==> config.mk <==
export PLATFORM = sky130hd
export DESIGN_NAME = ranging_line_to_heat_cell_flat
export DESIGN_NICKNAME = d
export VERILOG_FILES = /design/src/sv/rlhc_pkg.sv /design/src/sv/rlhc_if.sv /design/src/sv/ranging_line_to_heat_cell.sv /design/src/sv/rlhc_parser.sv /design/src/sv/rlhc_cell.sv /design/src/flat_wrapper.sv
export SDC_FILE = /design/constraint.sdc
export NUM_CORES = 1
export LEC_CHECK = 0
export BUFFER_PORTS_ARGS = -buffer_cell sky130_fd_sc_hd__buf_4
export CAP_MARGIN = 20
export CORE_MARGIN = 3
export CORE_UTILIZATION = 46
export DETAILED_ROUTE_END_ITERATION = 16
export PLACE_DENSITY = 0.76
export SLEW_MARGIN = 15
export SYNTH_ARGS = -nofsm -noshare
export SYNTH_HDL_FRONTEND = slang
export SYNTH_SLANG_ARGS = --single-unit
==> constraint.sdc <==
create_clock -name clk -period 6.4 [get_ports clk]
set_input_delay 0.64 -clock clk [delete_from_list [all_inputs] [get_ports clk]]
set_output_delay 0.64 -clock clk [all_outputs]
set_load 0.05 [all_outputs]
==> src/sv/rlhc_pkg.sv <==
// rlhc_pkg: shared types and constants of the ranging line to heat cell block
// character codes, parser phases, status codes and heat scaling constants
// no dependencies
`default_nettype none

package rlhc_pkg;

  // payload widths
  localparam int unsigned BYTE_W   = 8;
  localparam int unsigned ACC_W    = 16;
  localparam int unsigned ZONE_W   = 6;
  localparam int unsigned XPOS_W   = 9;
  localparam int unsigned YPOS_W   = 11;
  localparam int unsigned COLOUR_W = 8;
  localparam int unsigned STATUS_W = 2;

  // grid geometry and zone limit
  localparam int unsigned GRID_COLUMNS = 4;
  localparam int unsigned CELL_PITCH   = 110;
  localparam int unsigned MAX_ZONE     = 63;

  // heat = 255 * distance / 2000, done by reciprocal multiply
  localparam int unsigned HEAT_SCALE = 255;
  localparam int unsigned HEAT_DIV   = 2000;
  localparam int unsigned HEAT_SHIFT = 30;
  localparam longint unsigned HEAT_RECIP =
    ((64'd1 << HEAT_SHIFT) + HEAT_DIV - 1) / HEAT_DIV;
  localparam longint unsigned HEAT_COEF = HEAT_SCALE * HEAT_RECIP;
  localparam int unsigned DIST_W = $clog2(HEAT_DIV);
  localparam int unsigned PROD_W = 40;

  // character codes
  localparam logic [BYTE_W-1:0] CH_TAB   = 8'd9;
  localparam logic [BYTE_W-1:0] CH_LF    = 8'd10;
  localparam logic [BYTE_W-1:0] CH_CR    = 8'd13;
  localparam logic [BYTE_W-1:0] CH_SPACE = 8'd32;
  localparam logic [BYTE_W-1:0] CH_PLUS  = 8'd43;
  localparam logic [BYTE_W-1:0] CH_COMMA = 8'd44;
  localparam logic [BYTE_W-1:0] CH_MINUS = 8'd45;
  localparam logic [BYTE_W-1:0] CH_ZERO  = 8'd48;
  localparam logic [BYTE_W-1:0] CH_NINE  = 8'd57;

  // status codes
  localparam logic [STATUS_W-1:0] ST_OK      = 2'd0;
  localparam logic [STATUS_W-1:0] ST_MISSING = 2'd1;
  localparam logic [STATUS_W-1:0] ST_RANGE   = 2'd2;

  // field within the line
  typedef enum logic [1:0] {
    FLD_ZONE = 2'd0,
    FLD_SKIP = 2'd1,
    FLD_DIST = 2'd2,
    FLD_DONE = 2'd3
  } field_t;

  // number reading phase
  typedef enum logic [1:0] {
    PH_SKIP   = 2'd0,
    PH_SIGN   = 2'd1,
    PH_DIGITS = 2'd2,
    PH_STOP   = 2'd3
  } phase_t;

  // summary of a finished line handed from parser to cell stage
  typedef struct packed {
    logic             dist_done;
    logic             dist_neg;
    logic [ACC_W-1:0] dist_val;
    logic             zone_seen;
    logic             zone_neg;
    logic [ACC_W-1:0] zone_val;
  } line_sum_t;

endpackage

`default_nettype wire

==> src/sv/rlhc_if.sv <==
// rlhc_in_if and rlhc_out_if: valid/ready channels of the block
// depends on rlhc_pkg for payload widths
`default_nettype none

interface rlhc_in_if;
  import rlhc_pkg::*;
  logic              valid;
  logic              ready;
  logic [BYTE_W-1:0] rx_byte;

  modport source (output valid, output rx_byte, input ready);
  modport sink   (input valid, input rx_byte, output ready);
endinterface

interface rlhc_out_if;
  import rlhc_pkg::*;
  logic                valid;
  logic                ready;
  logic [ZONE_W-1:0]   zone;
  logic [XPOS_W-1:0]   x_pos;
  logic [YPOS_W-1:0]   y_pos;
  logic [COLOUR_W-1:0] red;
  logic [COLOUR_W-1:0] green;
  logic [COLOUR_W-1:0] blue;
  logic [STATUS_W-1:0] status;

  modport source (output valid, output zone, output x_pos, output y_pos, output red,
                  output green, output blue, output status, input ready);
  modport sink   (input valid, input zone, input x_pos, input y_pos, input red,
                  input green, input blue, input status, output ready);
endinterface

`default_nettype wire

==> src/sv/ranging_line_to_heat_cell.sv <==
// ranging_line_to_heat_cell: top level, parser followed by cell result stage
// a line feed is held in the parser input register, then its word is loaded into the result register that drives out_ch
// throughput: one received byte per cycle while no line feed waits on a busy result slot
// a result waiting on out_ch stalls input only when the held byte is a line feed
// reset: synchronous active-low rst_n clears parser state and both valid flags
// depends on rlhc_pkg, rlhc_if, rlhc_parser and rlhc_cell
`default_nettype none

module ranging_line_to_heat_cell
  import rlhc_pkg::*;
(
  input  wire logic  clk,
  input  wire logic  rst_n,
  rlhc_in_if.sink    in_ch,
  rlhc_out_if.source out_ch
);

  logic      slot_free;
  logic      line_vld;
  line_sum_t line;

  // byte parser with input register
  rlhc_parser u_parser (
    .clk       (clk),
    .rst_n     (rst_n),
    .in_ch     (in_ch),
    .slot_free (slot_free),
    .line_vld  (line_vld),
    .line      (line)
  );

  // cell position, colour and result register
  rlhc_cell u_cell (
    .clk       (clk),
    .rst_n     (rst_n),
    .line_vld  (line_vld),
    .line      (line),
    .slot_free (slot_free),
    .out_ch    (out_ch)
  );

endmodule

`default_nettype wire

==> src/sv/rlhc_parser.sv <==
// rlhc_parser: input register and per-byte text parser for one line
// depends on rlhc_pkg and rlhc_in_if
`default_nettype none

module rlhc_parser
  import rlhc_pkg::*;
(
  input  wire logic  clk,
  input  wire logic  rst_n,
  rlhc_in_if.sink    in_ch,
  input  wire logic  slot_free,
  output logic       line_vld,
  output line_sum_t  line
);

  logic [BYTE_W-1:0] byte_r;
  logic              byte_vld_r;
  field_t            fn_r, fn_nxt;
  phase_t            ph_r, ph_nxt;
  logic              vn_r, vn_nxt;
  logic [ACC_W-1:0]  acc_r, acc_nxt;
  logic [ACC_W-1:0]  zv_r, zv_nxt;
  logic [1:0]        zf_r, zf_nxt;
  logic              dn_r, dn_nxt;

  logic              is_lf, is_comma, is_digit, is_space, is_sign;
  logic [3:0]        dval;
  logic [ACC_W+3:0]  sum;
  logic [ACC_W-1:0]  acc_sat;
  logic              neg_nz;
  logic              proc_en;
  logic              take;

  // character classes of the held word
  assign is_lf    = (byte_r == CH_LF);
  assign is_comma = (byte_r == CH_COMMA);
  assign is_digit = (byte_r >= CH_ZERO) && (byte_r <= CH_NINE);
  assign is_space = (byte_r == CH_SPACE) || ((byte_r >= CH_TAB) && (byte_r <= CH_CR));
  assign is_sign  = (byte_r == CH_PLUS) || (byte_r == CH_MINUS);
  assign dval     = 4'(byte_r - CH_ZERO);

  // saturating decimal accumulate
  assign sum     = {1'b0, acc_r, 3'b000} + {3'b000, acc_r, 1'b0} + (ACC_W+4)'(dval);
  assign acc_sat = (sum > (ACC_W+4)'({ACC_W{1'b1}})) ? {ACC_W{1'b1}} : sum[ACC_W-1:0];
  assign neg_nz  = vn_r && (acc_r != '0);

  // held word moves on unless it is a line feed and the result slot is busy
  assign proc_en     = byte_vld_r && (!is_lf || slot_free);
  assign in_ch.ready = !byte_vld_r || proc_en;
  assign line_vld    = proc_en && is_lf;

  // line summary, folding in a distance whose digits run up to the line feed
  always_comb begin
    line.zone_val  = zv_r;
    line.zone_seen = zf_r[0];
    line.zone_neg  = zf_r[1];
    line.dist_val  = acc_r;
    if (fn_r == FLD_DONE) begin
      line.dist_done = 1'b1;
      line.dist_neg  = dn_r;
    end else begin
      line.dist_done = (fn_r == FLD_DIST) && (ph_r == PH_DIGITS);
      line.dist_neg  = neg_nz;
    end
  end

  // parser next state
  always_comb begin
    fn_nxt  = fn_r;
    ph_nxt  = ph_r;
    vn_nxt  = vn_r;
    acc_nxt = acc_r;
    zv_nxt  = zv_r;
    zf_nxt  = zf_r;
    dn_nxt  = dn_r;
    take    = 1'b0;
    if (proc_en) begin
      if (is_lf) begin
        fn_nxt  = FLD_ZONE;
        ph_nxt  = PH_SKIP;
        vn_nxt  = 1'b0;
        acc_nxt = '0;
        zv_nxt  = '0;
        zf_nxt  = '0;
        dn_nxt  = 1'b0;
      end else if (is_comma) begin
        unique case (fn_r)
          FLD_ZONE: begin
            take    = (ph_r == PH_DIGITS);
            fn_nxt  = FLD_SKIP;
          end
          FLD_SKIP: begin
            fn_nxt  = FLD_DIST;
          end
          FLD_DIST: begin
            if (ph_r == PH_DIGITS) begin
              take = 1'b1;
            end else begin
              ph_nxt = PH_STOP;
            end
          end
          FLD_DONE: begin
          end
          default: begin
          end
        endcase
      end else if ((fn_r == FLD_ZONE) || (fn_r == FLD_DIST)) begin
        unique case (ph_r)
          PH_SKIP: begin
            priority if (is_space) begin
            end else if (is_sign) begin
              vn_nxt = (byte_r == CH_MINUS);
              ph_nxt = PH_SIGN;
            end else if (is_digit) begin
              acc_nxt = ACC_W'(dval);
              ph_nxt  = PH_DIGITS;
            end else begin
              ph_nxt = PH_STOP;
            end
          end
          PH_SIGN: begin
            if (is_digit) begin
              acc_nxt = ACC_W'(dval);
              ph_nxt  = PH_DIGITS;
            end else begin
              ph_nxt = PH_STOP;
            end
          end
          PH_DIGITS: begin
            if (is_digit) begin
              acc_nxt = acc_sat;
            end else begin
              take = 1'b1;
            end
          end
          PH_STOP: begin
          end
          default: begin
          end
        endcase
      end

      // number taken: zone or distance
      if (take) begin
        ph_nxt = PH_STOP;
        if (fn_r == FLD_ZONE) begin
          zv_nxt = acc_r;
          zf_nxt = {neg_nz, 1'b1};
        end else begin
          dn_nxt = neg_nz;
          fn_nxt = FLD_DONE;
        end
      end

      // a comma leaving the zone field or field one starts a fresh number
      if (is_comma && ((fn_r == FLD_ZONE) || (fn_r == FLD_SKIP))) begin
        ph_nxt  = PH_SKIP;
        vn_nxt  = 1'b0;
        acc_nxt = '0;
      end
    end
  end

  // input register
  always_ff @(posedge clk) begin
    if (!rst_n) begin
      byte_vld_r <= 1'b0;
    end else if (in_ch.ready) begin
      byte_vld_r <= in_ch.valid;
    end
  end

  always_ff @(posedge clk) begin
    if (in_ch.valid && in_ch.ready) begin
      byte_r <= in_ch.rx_byte;
    end
  end

  // parser state
  always_ff @(posedge clk) begin
    if (!rst_n) begin
      fn_r  <= FLD_ZONE;
      ph_r  <= PH_SKIP;
      vn_r  <= 1'b0;
      acc_r <= '0;
      zv_r  <= '0;
      zf_r  <= '0;
      dn_r  <= 1'b0;
    end else begin
      fn_r  <= fn_nxt;
      ph_r  <= ph_nxt;
      vn_r  <= vn_nxt;
      acc_r <= acc_nxt;
      zv_r  <= zv_nxt;
      zf_r  <= zf_nxt;
      dn_r  <= dn_nxt;
    end
  end

endmodule

`default_nettype wire

==> src/sv/rlhc_cell.sv <==
// rlhc_cell: turns a line summary into cell position and colour, result register
// depends on rlhc_pkg and rlhc_out_if
`default_nettype none

module rlhc_cell
  import rlhc_pkg::*;
(
  input  wire logic       clk,
  input  wire logic       rst_n,
  input  wire logic       line_vld,
  input  wire line_sum_t  line,
  output logic            slot_free,
  rlhc_out_if.source      out_ch
);

  logic                out_vld_r;
  logic [ZONE_W-1:0]   zone_r, zone_nxt;
  logic [XPOS_W-1:0]   x_r, x_nxt;
  logic [YPOS_W-1:0]   y_r, y_nxt;
  logic [COLOUR_W-1:0] red_r, red_nxt;
  logic [COLOUR_W-1:0] green_r, green_nxt;
  logic [STATUS_W-1:0] status_r, status_nxt;

  logic [ZONE_W-1:0]   zone_w;
  logic [ZONE_W-1:0]   col;
  logic [ZONE_W-1:0]   row;
  logic [19:0]         x_full;
  logic [19:0]         y_full;
  logic                dist_small;
  logic [PROD_W-1:0]   prod;
  logic [COLOUR_W-1:0] heat;

  assign slot_free = !out_vld_r || out_ch.ready;

  // cell position on the grid
  assign zone_w = line.zone_val[ZONE_W-1:0];
  assign col    = zone_w % ZONE_W'(GRID_COLUMNS);
  assign row    = zone_w / ZONE_W'(GRID_COLUMNS);
  assign x_full = 20'(col) * 20'(CELL_PITCH);
  assign y_full = 20'(row) * 20'(CELL_PITCH);

  // heat by reciprocal multiply, only needed below the divisor
  assign dist_small = !line.dist_neg && (line.dist_val < ACC_W'(HEAT_DIV));
  assign prod       = PROD_W'(line.dist_val[DIST_W-1:0]) * PROD_W'(HEAT_COEF);
  assign heat       = prod[HEAT_SHIFT +: COLOUR_W];

  // status, position and colour
  always_comb begin
    zone_nxt   = '0;
    x_nxt      = '0;
    y_nxt      = '0;
    red_nxt    = '0;
    green_nxt  = '0;
    status_nxt = ST_OK;
    priority if (!line.dist_done || !line.zone_seen) begin
      status_nxt = ST_MISSING;
    end else if (line.zone_neg || (line.zone_val > ACC_W'(MAX_ZONE))) begin
      status_nxt = ST_RANGE;
    end else begin
      zone_nxt = zone_w;
      x_nxt    = x_full[XPOS_W-1:0];
      y_nxt    = y_full[YPOS_W-1:0];
      if (dist_small && (heat != '0)) begin
        red_nxt   = COLOUR_W'(HEAT_SCALE) - heat;
        green_nxt = heat;
      end else begin
        red_nxt   = '0;
        green_nxt = COLOUR_W'(HEAT_SCALE);
      end
    end
  end

  // result register
  always_ff @(posedge clk) begin
    if (!rst_n) begin
      out_vld_r <= 1'b0;
    end else if (slot_free) begin
      out_vld_r <= line_vld;
    end
  end

  always_ff @(posedge clk) begin
    if (line_vld && slot_free) begin
      zone_r   <= zone_nxt;
      x_r      <= x_nxt;
      y_r      <= y_nxt;
      red_r    <= red_nxt;
      green_r  <= green_nxt;
      status_r <= status_nxt;
    end
  end

  assign out_ch.valid  = out_vld_r;
  assign out_ch.zone   = zone_r;
  assign out_ch.x_pos  = x_r;
  assign out_ch.y_pos  = y_r;
  assign out_ch.red    = red_r;
  assign out_ch.green  = green_r;
  assign out_ch.blue   = '0;
  assign out_ch.status = status_r;

endmodule

`default_nettype wire

==> src/flat_wrapper.sv <==
// flat-port wrapper written by rule: the top's interface ports become plain ports
module ranging_line_to_heat_cell_flat import rlhc_pkg::*;
  (clk, rst_n, in_ch_valid, in_ch_rx_byte, in_ch_ready, out_ch_valid, out_ch_zone, out_ch_x_pos, out_ch_y_pos, out_ch_red, out_ch_green, out_ch_blue, out_ch_status, out_ch_ready);
  rlhc_in_if in_ch_i ();
  rlhc_out_if out_ch_i ();
  input  wire logic clk;
  input  wire logic rst_n;
  input wire logic [$bits(in_ch_i.valid)-1:0] in_ch_valid;
  input wire logic [$bits(in_ch_i.rx_byte)-1:0] in_ch_rx_byte;
  output wire logic [$bits(in_ch_i.ready)-1:0] in_ch_ready;
  output wire logic [$bits(out_ch_i.valid)-1:0] out_ch_valid;
  output wire logic [$bits(out_ch_i.zone)-1:0] out_ch_zone;
  output wire logic [$bits(out_ch_i.x_pos)-1:0] out_ch_x_pos;
  output wire logic [$bits(out_ch_i.y_pos)-1:0] out_ch_y_pos;
  output wire logic [$bits(out_ch_i.red)-1:0] out_ch_red;
  output wire logic [$bits(out_ch_i.green)-1:0] out_ch_green;
  output wire logic [$bits(out_ch_i.blue)-1:0] out_ch_blue;
  output wire logic [$bits(out_ch_i.status)-1:0] out_ch_status;
  input wire logic [$bits(out_ch_i.ready)-1:0] out_ch_ready;
  assign in_ch_i.valid = in_ch_valid;
  assign in_ch_i.rx_byte = in_ch_rx_byte;
  assign in_ch_ready = in_ch_i.ready;
  assign out_ch_valid = out_ch_i.valid;
  assign out_ch_zone = out_ch_i.zone;
  assign out_ch_x_pos = out_ch_i.x_pos;
  assign out_ch_y_pos = out_ch_i.y_pos;
  assign out_ch_red = out_ch_i.red;
  assign out_ch_green = out_ch_i.green;
  assign out_ch_blue = out_ch_i.blue;
  assign out_ch_status = out_ch_i.status;
  assign out_ch_i.ready = out_ch_ready;
  ranging_line_to_heat_cell u_core (.clk(clk), .rst_n(rst_n), .in_ch(in_ch_i), .out_ch(out_ch_i));
endmodule
==> results <==
- Gates resized during post-CTS repair numbered 0.
- The I/O pin count is 66.
- The average cell area after synthesis is 9.460 um^2.
- The worst hold slack is 0.4652 ns.
- The run finished with clean final reports.
- The final antenna diode count is 0.
- The number of iterations in the first detailed-routing pass is 5.
- In the final design database the tool counted 1310 nets.
- The number of global-route vias before repair is 7066.
- Sequential cells were found to cover 23.61% of the synthesized design area.
- The most common library cell in the layout ignoring fill and taps is sky130_fd_sc_hd__inv_1.
- The startpoint identified for the worst register-to-register timing path is u_core.u_parser.acc_r[6]$_SDFFE_PN0P_.
- The number of antenna violations at the first check in global routing is 0.
- The post-synthesis cell area is 0.009413 mm^2.
- The areal power density over the cells is roughly 110 mW/mm^2.
- The top cell type by area accounts for 20.20% of the synthesized area.
- The required time reported for the critical path endpoint is 6.49 ns.
- In the synthesized netlist the async set-or-reset flop fraction comes to 0%.
- The clock net sink count is 88.
- Counting the fill cells in the layout gives around 1800.
- After clock tree synthesis, the flow added hold-fix buffers numbering 0.
- The CTS buffer count is 9.
- The count of standard-cell rows is 51.
- The final number of hold-violating endpoints is 0.
- The share of layout cells above drive strength 1 is 10.61%.
- The initial utilization of the core area, before any placement, comes to 47.58%.
- The longest clock path from root to sink contains 2 buffers.
- The number of buffers added on ports is 55.
- The first global-routing pass estimated around 35000 um of wire.
- Across the routed clock network, the largest skew measured is 0.01177 ns.
- The post-synthesis cell type count is 65.
- The maximum frequency from static timing analysis is between 150 and 200 MHz.
- The detailed router placed roughly 7300 vias in this run.
- In this run the most critical hold path is launched from in_ch_rx_byte[2].
- The largest voltage drop on the vdd net is 0.1073 mV.
- The remaining global-route overflow is 0.
- The worst setup path is launched from a flop.
- The type of the worst min-delay path is in -> reg.
- Entering global routing, the biggest net connects 30 pins.
- The later pin in the worst-skew pair is clocked with a latency of about 0.35 ns.
- The highest fanout seen on the critical path is 12.
- Measured against its own limit, the worst slew margin works out to 35.20%.
- The finished layout holds 1330 standard cells, fillers aside.
- The launch point of the worst path is u_core.u_parser.acc_r[6]$_SDFFE_PN0P_.
- The max-cap violation count is 0.
- The signed area change from the synthesized netlist to the final layout is 11.37%.
- The cell leakage power is 5.166 nW.
- The setup TNS is 0 ns.
- The critical path class is reg -> reg.
- The number of enable-type register cells in the synthesized netlist is between 40 and 50.
- The share of the synthesized area in compound gates (AO/OA/AOI/OAI) is 13.15%.
- TritonCTS built the clock tree.
- The post-synthesis cell count is 995.
- In this run, the number of DRC markers left after iteration 0 of detailed routing was 411.
- The synthesized netlist devotes roughly 2.2% of its cell area to XOR and XNOR gates.
- In this run the horizontal extent of the chip is 149.0 um.
- Of the total synthesized cell area, the portion taken by AND, OR, NAND and NOR gates is 13.16%.
- The fraction of synthesized area in multiplexers is 0.4254%.
- The total global routing track utilization is 19.56%.
- Clock-pin slew was measured on the worst setup and hold paths at 0.07 ns.
- The H-tree generated during clock tree synthesis spans 3 levels.
- The die covers ~0.022 mm^2.
- Buffers added to address setup during post-CTS repair amount to 0.
- The largest family of logic cells by synthesized area is adder cells.
- After legalization and detailed placement, the total HPWL measured 17350 um.
- For this run, the number of Yosys warnings is 0.
- The library cell used as clock root buffer is sky130_fd_sc_hd__clkbuf_16.
- For this run, design rule violations remaining after detail routing come to 0.
- Setup violations remaining at the end of the flow were counted as 0.
- The time the worst path needs with I/O delays and setup is between 6 and 7 ns.
- The share of the cycle needed by the critical path after routing is 95.49%.
- The leading register cell type out of synthesis is sky130_fd_sc_hd__edfxtp_1.
- The number of pins with negative max-slew slack in the final report came to 0.
- The vertical die dimension is 149.0 um.
- The slew at the pin with the worst max-slew slack is 0.9685 ns.
- STA puts the critical path data arrival time at around 6.2 ns.
- Once placement finished, the instance area stood at 0.01018 mm^2.
- The remaining antenna violation count after routing is 0.
- The synthesized design contains 88 register bits.
- The category of the worst setup path capture point is a flop.
- The placeable core region is 0.01978 mm^2.
- The core occupancy in the finished layout is 52.99%.
- The average via count per standard cell is 5.467.
- The adder and majority cell fraction of the synthesized area is 38.50%.
- After routing the design area is around 0.010 mm^2.
- By area the synthesized netlist is led by sky130_fd_sc_hd__ha_1 (20%), sky130_fd_sc_hd__fa_1 (18%), sky130_fd_sc_hd__edfxtp_1 (15%), sky130_fd_sc_hd__dfxtp_1 (8.9%), sky130_fd_sc_hd__inv_1 (6.9%).
- The cell type with the largest total area after synthesis is sky130_fd_sc_hd__ha_1.
- Including well taps, the total number of placed cells is around 1300.
- The congestion estimate from routability-driven global placement came to 1.021.
- In the layout the commonest cells are sky130_fd_sc_hd__inv_1 (174), sky130_fd_sc_hd__ha_1 (152), sky130_fd_sc_hd__fa_1 (86).
- In the final routed layout, each cell accounts on average for 16.02 um.
- For this block, the routed nets add up to roughly 21000 um of wire.
==> power breakdown <==
| part | internal (W) | switching, W |
|---|---|---|
| Clock | 0.000271 | 0.000246 |
| Sequential | 0.000595 | 0.00000884 |
| Combinational | 0.0000223 | 0.0000455 |
| Total | 0.000888 | 0.000300 |
==> metal layers <==
metal | vias up | part of all wire (%) | global-route usage [%]
met2 | 200 | 47 | 31.98
met4 | 0 | 2.0 | 5.217
met3 | 39 | 6.0 | 3.889
met1 | 3516 | 45 | 26.72
met5 | - | 0 | 0
li1 | 3516 | - | -
==> synth_stat cells, types with 11 or more instances <==
| master | n |
|---|---|
| sky130_fd_sc_hd__xnor2_1 | 18 |
| sky130_fd_sc_hd__nor2_1 | 51 |
| sky130_fd_sc_hd__fa_1 | 86 |
| sky130_fd_sc_hd__nor3_1 | 21 |
| sky130_fd_sc_hd__nand3_1 | 38 |
| sky130_fd_sc_hd__dfxtp_1 | 42 |
| sky130_fd_sc_hd__a21oi_1 | 37 |
| sky130_fd_sc_hd__nand2_1 | 66 |
| sky130_fd_sc_hd__and2_1 | 17 |
| sky130_fd_sc_hd__edfxtp_1 | 46 |
| sky130_fd_sc_hd__a21boi_0 | 19 |
| sky130_fd_sc_hd__nand4_1 | 11 |
| sky130_fd_sc_hd__inv_1 | 174 |
| sky130_fd_sc_hd__ha_1 | 152 |
| sky130_fd_sc_hd__o21ai_0 | 44 |
| sky130_fd_sc_hd__clkbuf_1 | 17 |
| sky130_fd_sc_hd__buf_4 | 14 |
==> layout make-up <==
class,count,area (um^2),share of cell area [%]
Multi-Input combinational cell,709,6397,61.03
Sequential cell,88,2226,21.23
Inverter,174,653.1,6.231
Timing Repair Buffer,78,585.6,5.586
Tap cell,265,331.6,3.163
Clock buffer,9,225.2,2.148
Clock inverter,7,63.81,0.6087
==> logic make-up after synthesis <==
logic type                 Yosys count
buffers and inverters              207
AOI/OAI and AO/OA                  184
and+or+nand+nor                    249
other                                1
muxes                                4
xor gates and xnor gates            24
DFF                                 88
adders and majority gates          238
==> registers in the layout (all words and copies together), names as in the netlist <==
signal,count
u_core.u_cell.out_ch.red,8
u_core.u_parser.vn_r,1
u_core.u_cell.out_ch.valid,1
u_core.u_parser.fn_r,2
u_core.u_cell.out_ch.zone,6
u_core.u_cell.out_ch.green,8
u_core.u_cell.out_ch.y_pos,9
u_core.u_cell.out_ch.x_pos,5
u_core.u_parser.byte_r,8
u_core.u_cell.out_ch.status,2
u_core.u_parser.ph_r,2
u_core.u_parser.dn_r,1
u_core.u_parser.acc_r,16
u_core.u_parser.zf_r,2
u_core.u_parser.byte_vld_r,1
u_core.u_parser.zv_r,16
==> per-stage QoR <==
| step | power, W | worst slack [ns] |
|---|---|---|
| final | 0.001189 | 0.2889 |
| after global routing | 0.001231 | -0.01234 |
| after CTS | 0.001197 | 0.2872 |
| after detailed placement | 0.0006840 | 0.2827 |
| after global placement | 0.0006821 | 0.3998 |
| after floorplan | 0.0006703 | 0.3714 |
==> critical path: stages, from the launching register on <==
cell and delay (ns):
sky130_fd_sc_hd__dfxtp_1 0.43, sky130_fd_sc_hd__buf_4 0.21, sky130_fd_sc_hd__ha_1 0.24, sky130_fd_sc_hd__inv_1 0.08, sky130_fd_sc_hd__fa_1 0.53, sky130_fd_sc_hd__inv_1 0.05
sky130_fd_sc_hd__fa_1 0.46, sky130_fd_sc_hd__fa_1 0.56, sky130_fd_sc_hd__inv_1 0.06, sky130_fd_sc_hd__fa_1 0.53, sky130_fd_sc_hd__inv_1 0.04, sky130_fd_sc_hd__ha_1 0.34
sky130_fd_sc_hd__nand4_1 0.15, sky130_fd_sc_hd__a21oi_1 0.25, sky130_fd_sc_hd__nor2_1 0.11, sky130_fd_sc_hd__a211o_1 0.37, sky130_fd_sc_hd__a32oi_1 0.25, sky130_fd_sc_hd__o311ai_2 0.18
sky130_fd_sc_hd__or4_4 0.48, sky130_fd_sc_hd__nor4b_4 0.26, sky130_fd_sc_hd__buf_4 0.21, sky130_fd_sc_hd__nor3_1 0.06
==> path summary, 6_finish.rpt <==
path	to	slack, ns	cells after the start
worst max-delay path	u_core.u_cell.out_ch.red[4]$_SDFFCE_PP0P_	0.29	21
worst min-delay path	u_core.u_parser.byte_r[2]$_DFFE_PP_	0.47	1
worst max register to register	u_core.u_cell.out_ch.red[4]$_SDFFCE_PP0P_	0.29	21
worst min register to register	u_core.u_parser.zv_r[12]$_SDFFE_PN0P_	0.47	2
No activity file was read; power rests on OpenSTA's default activity.
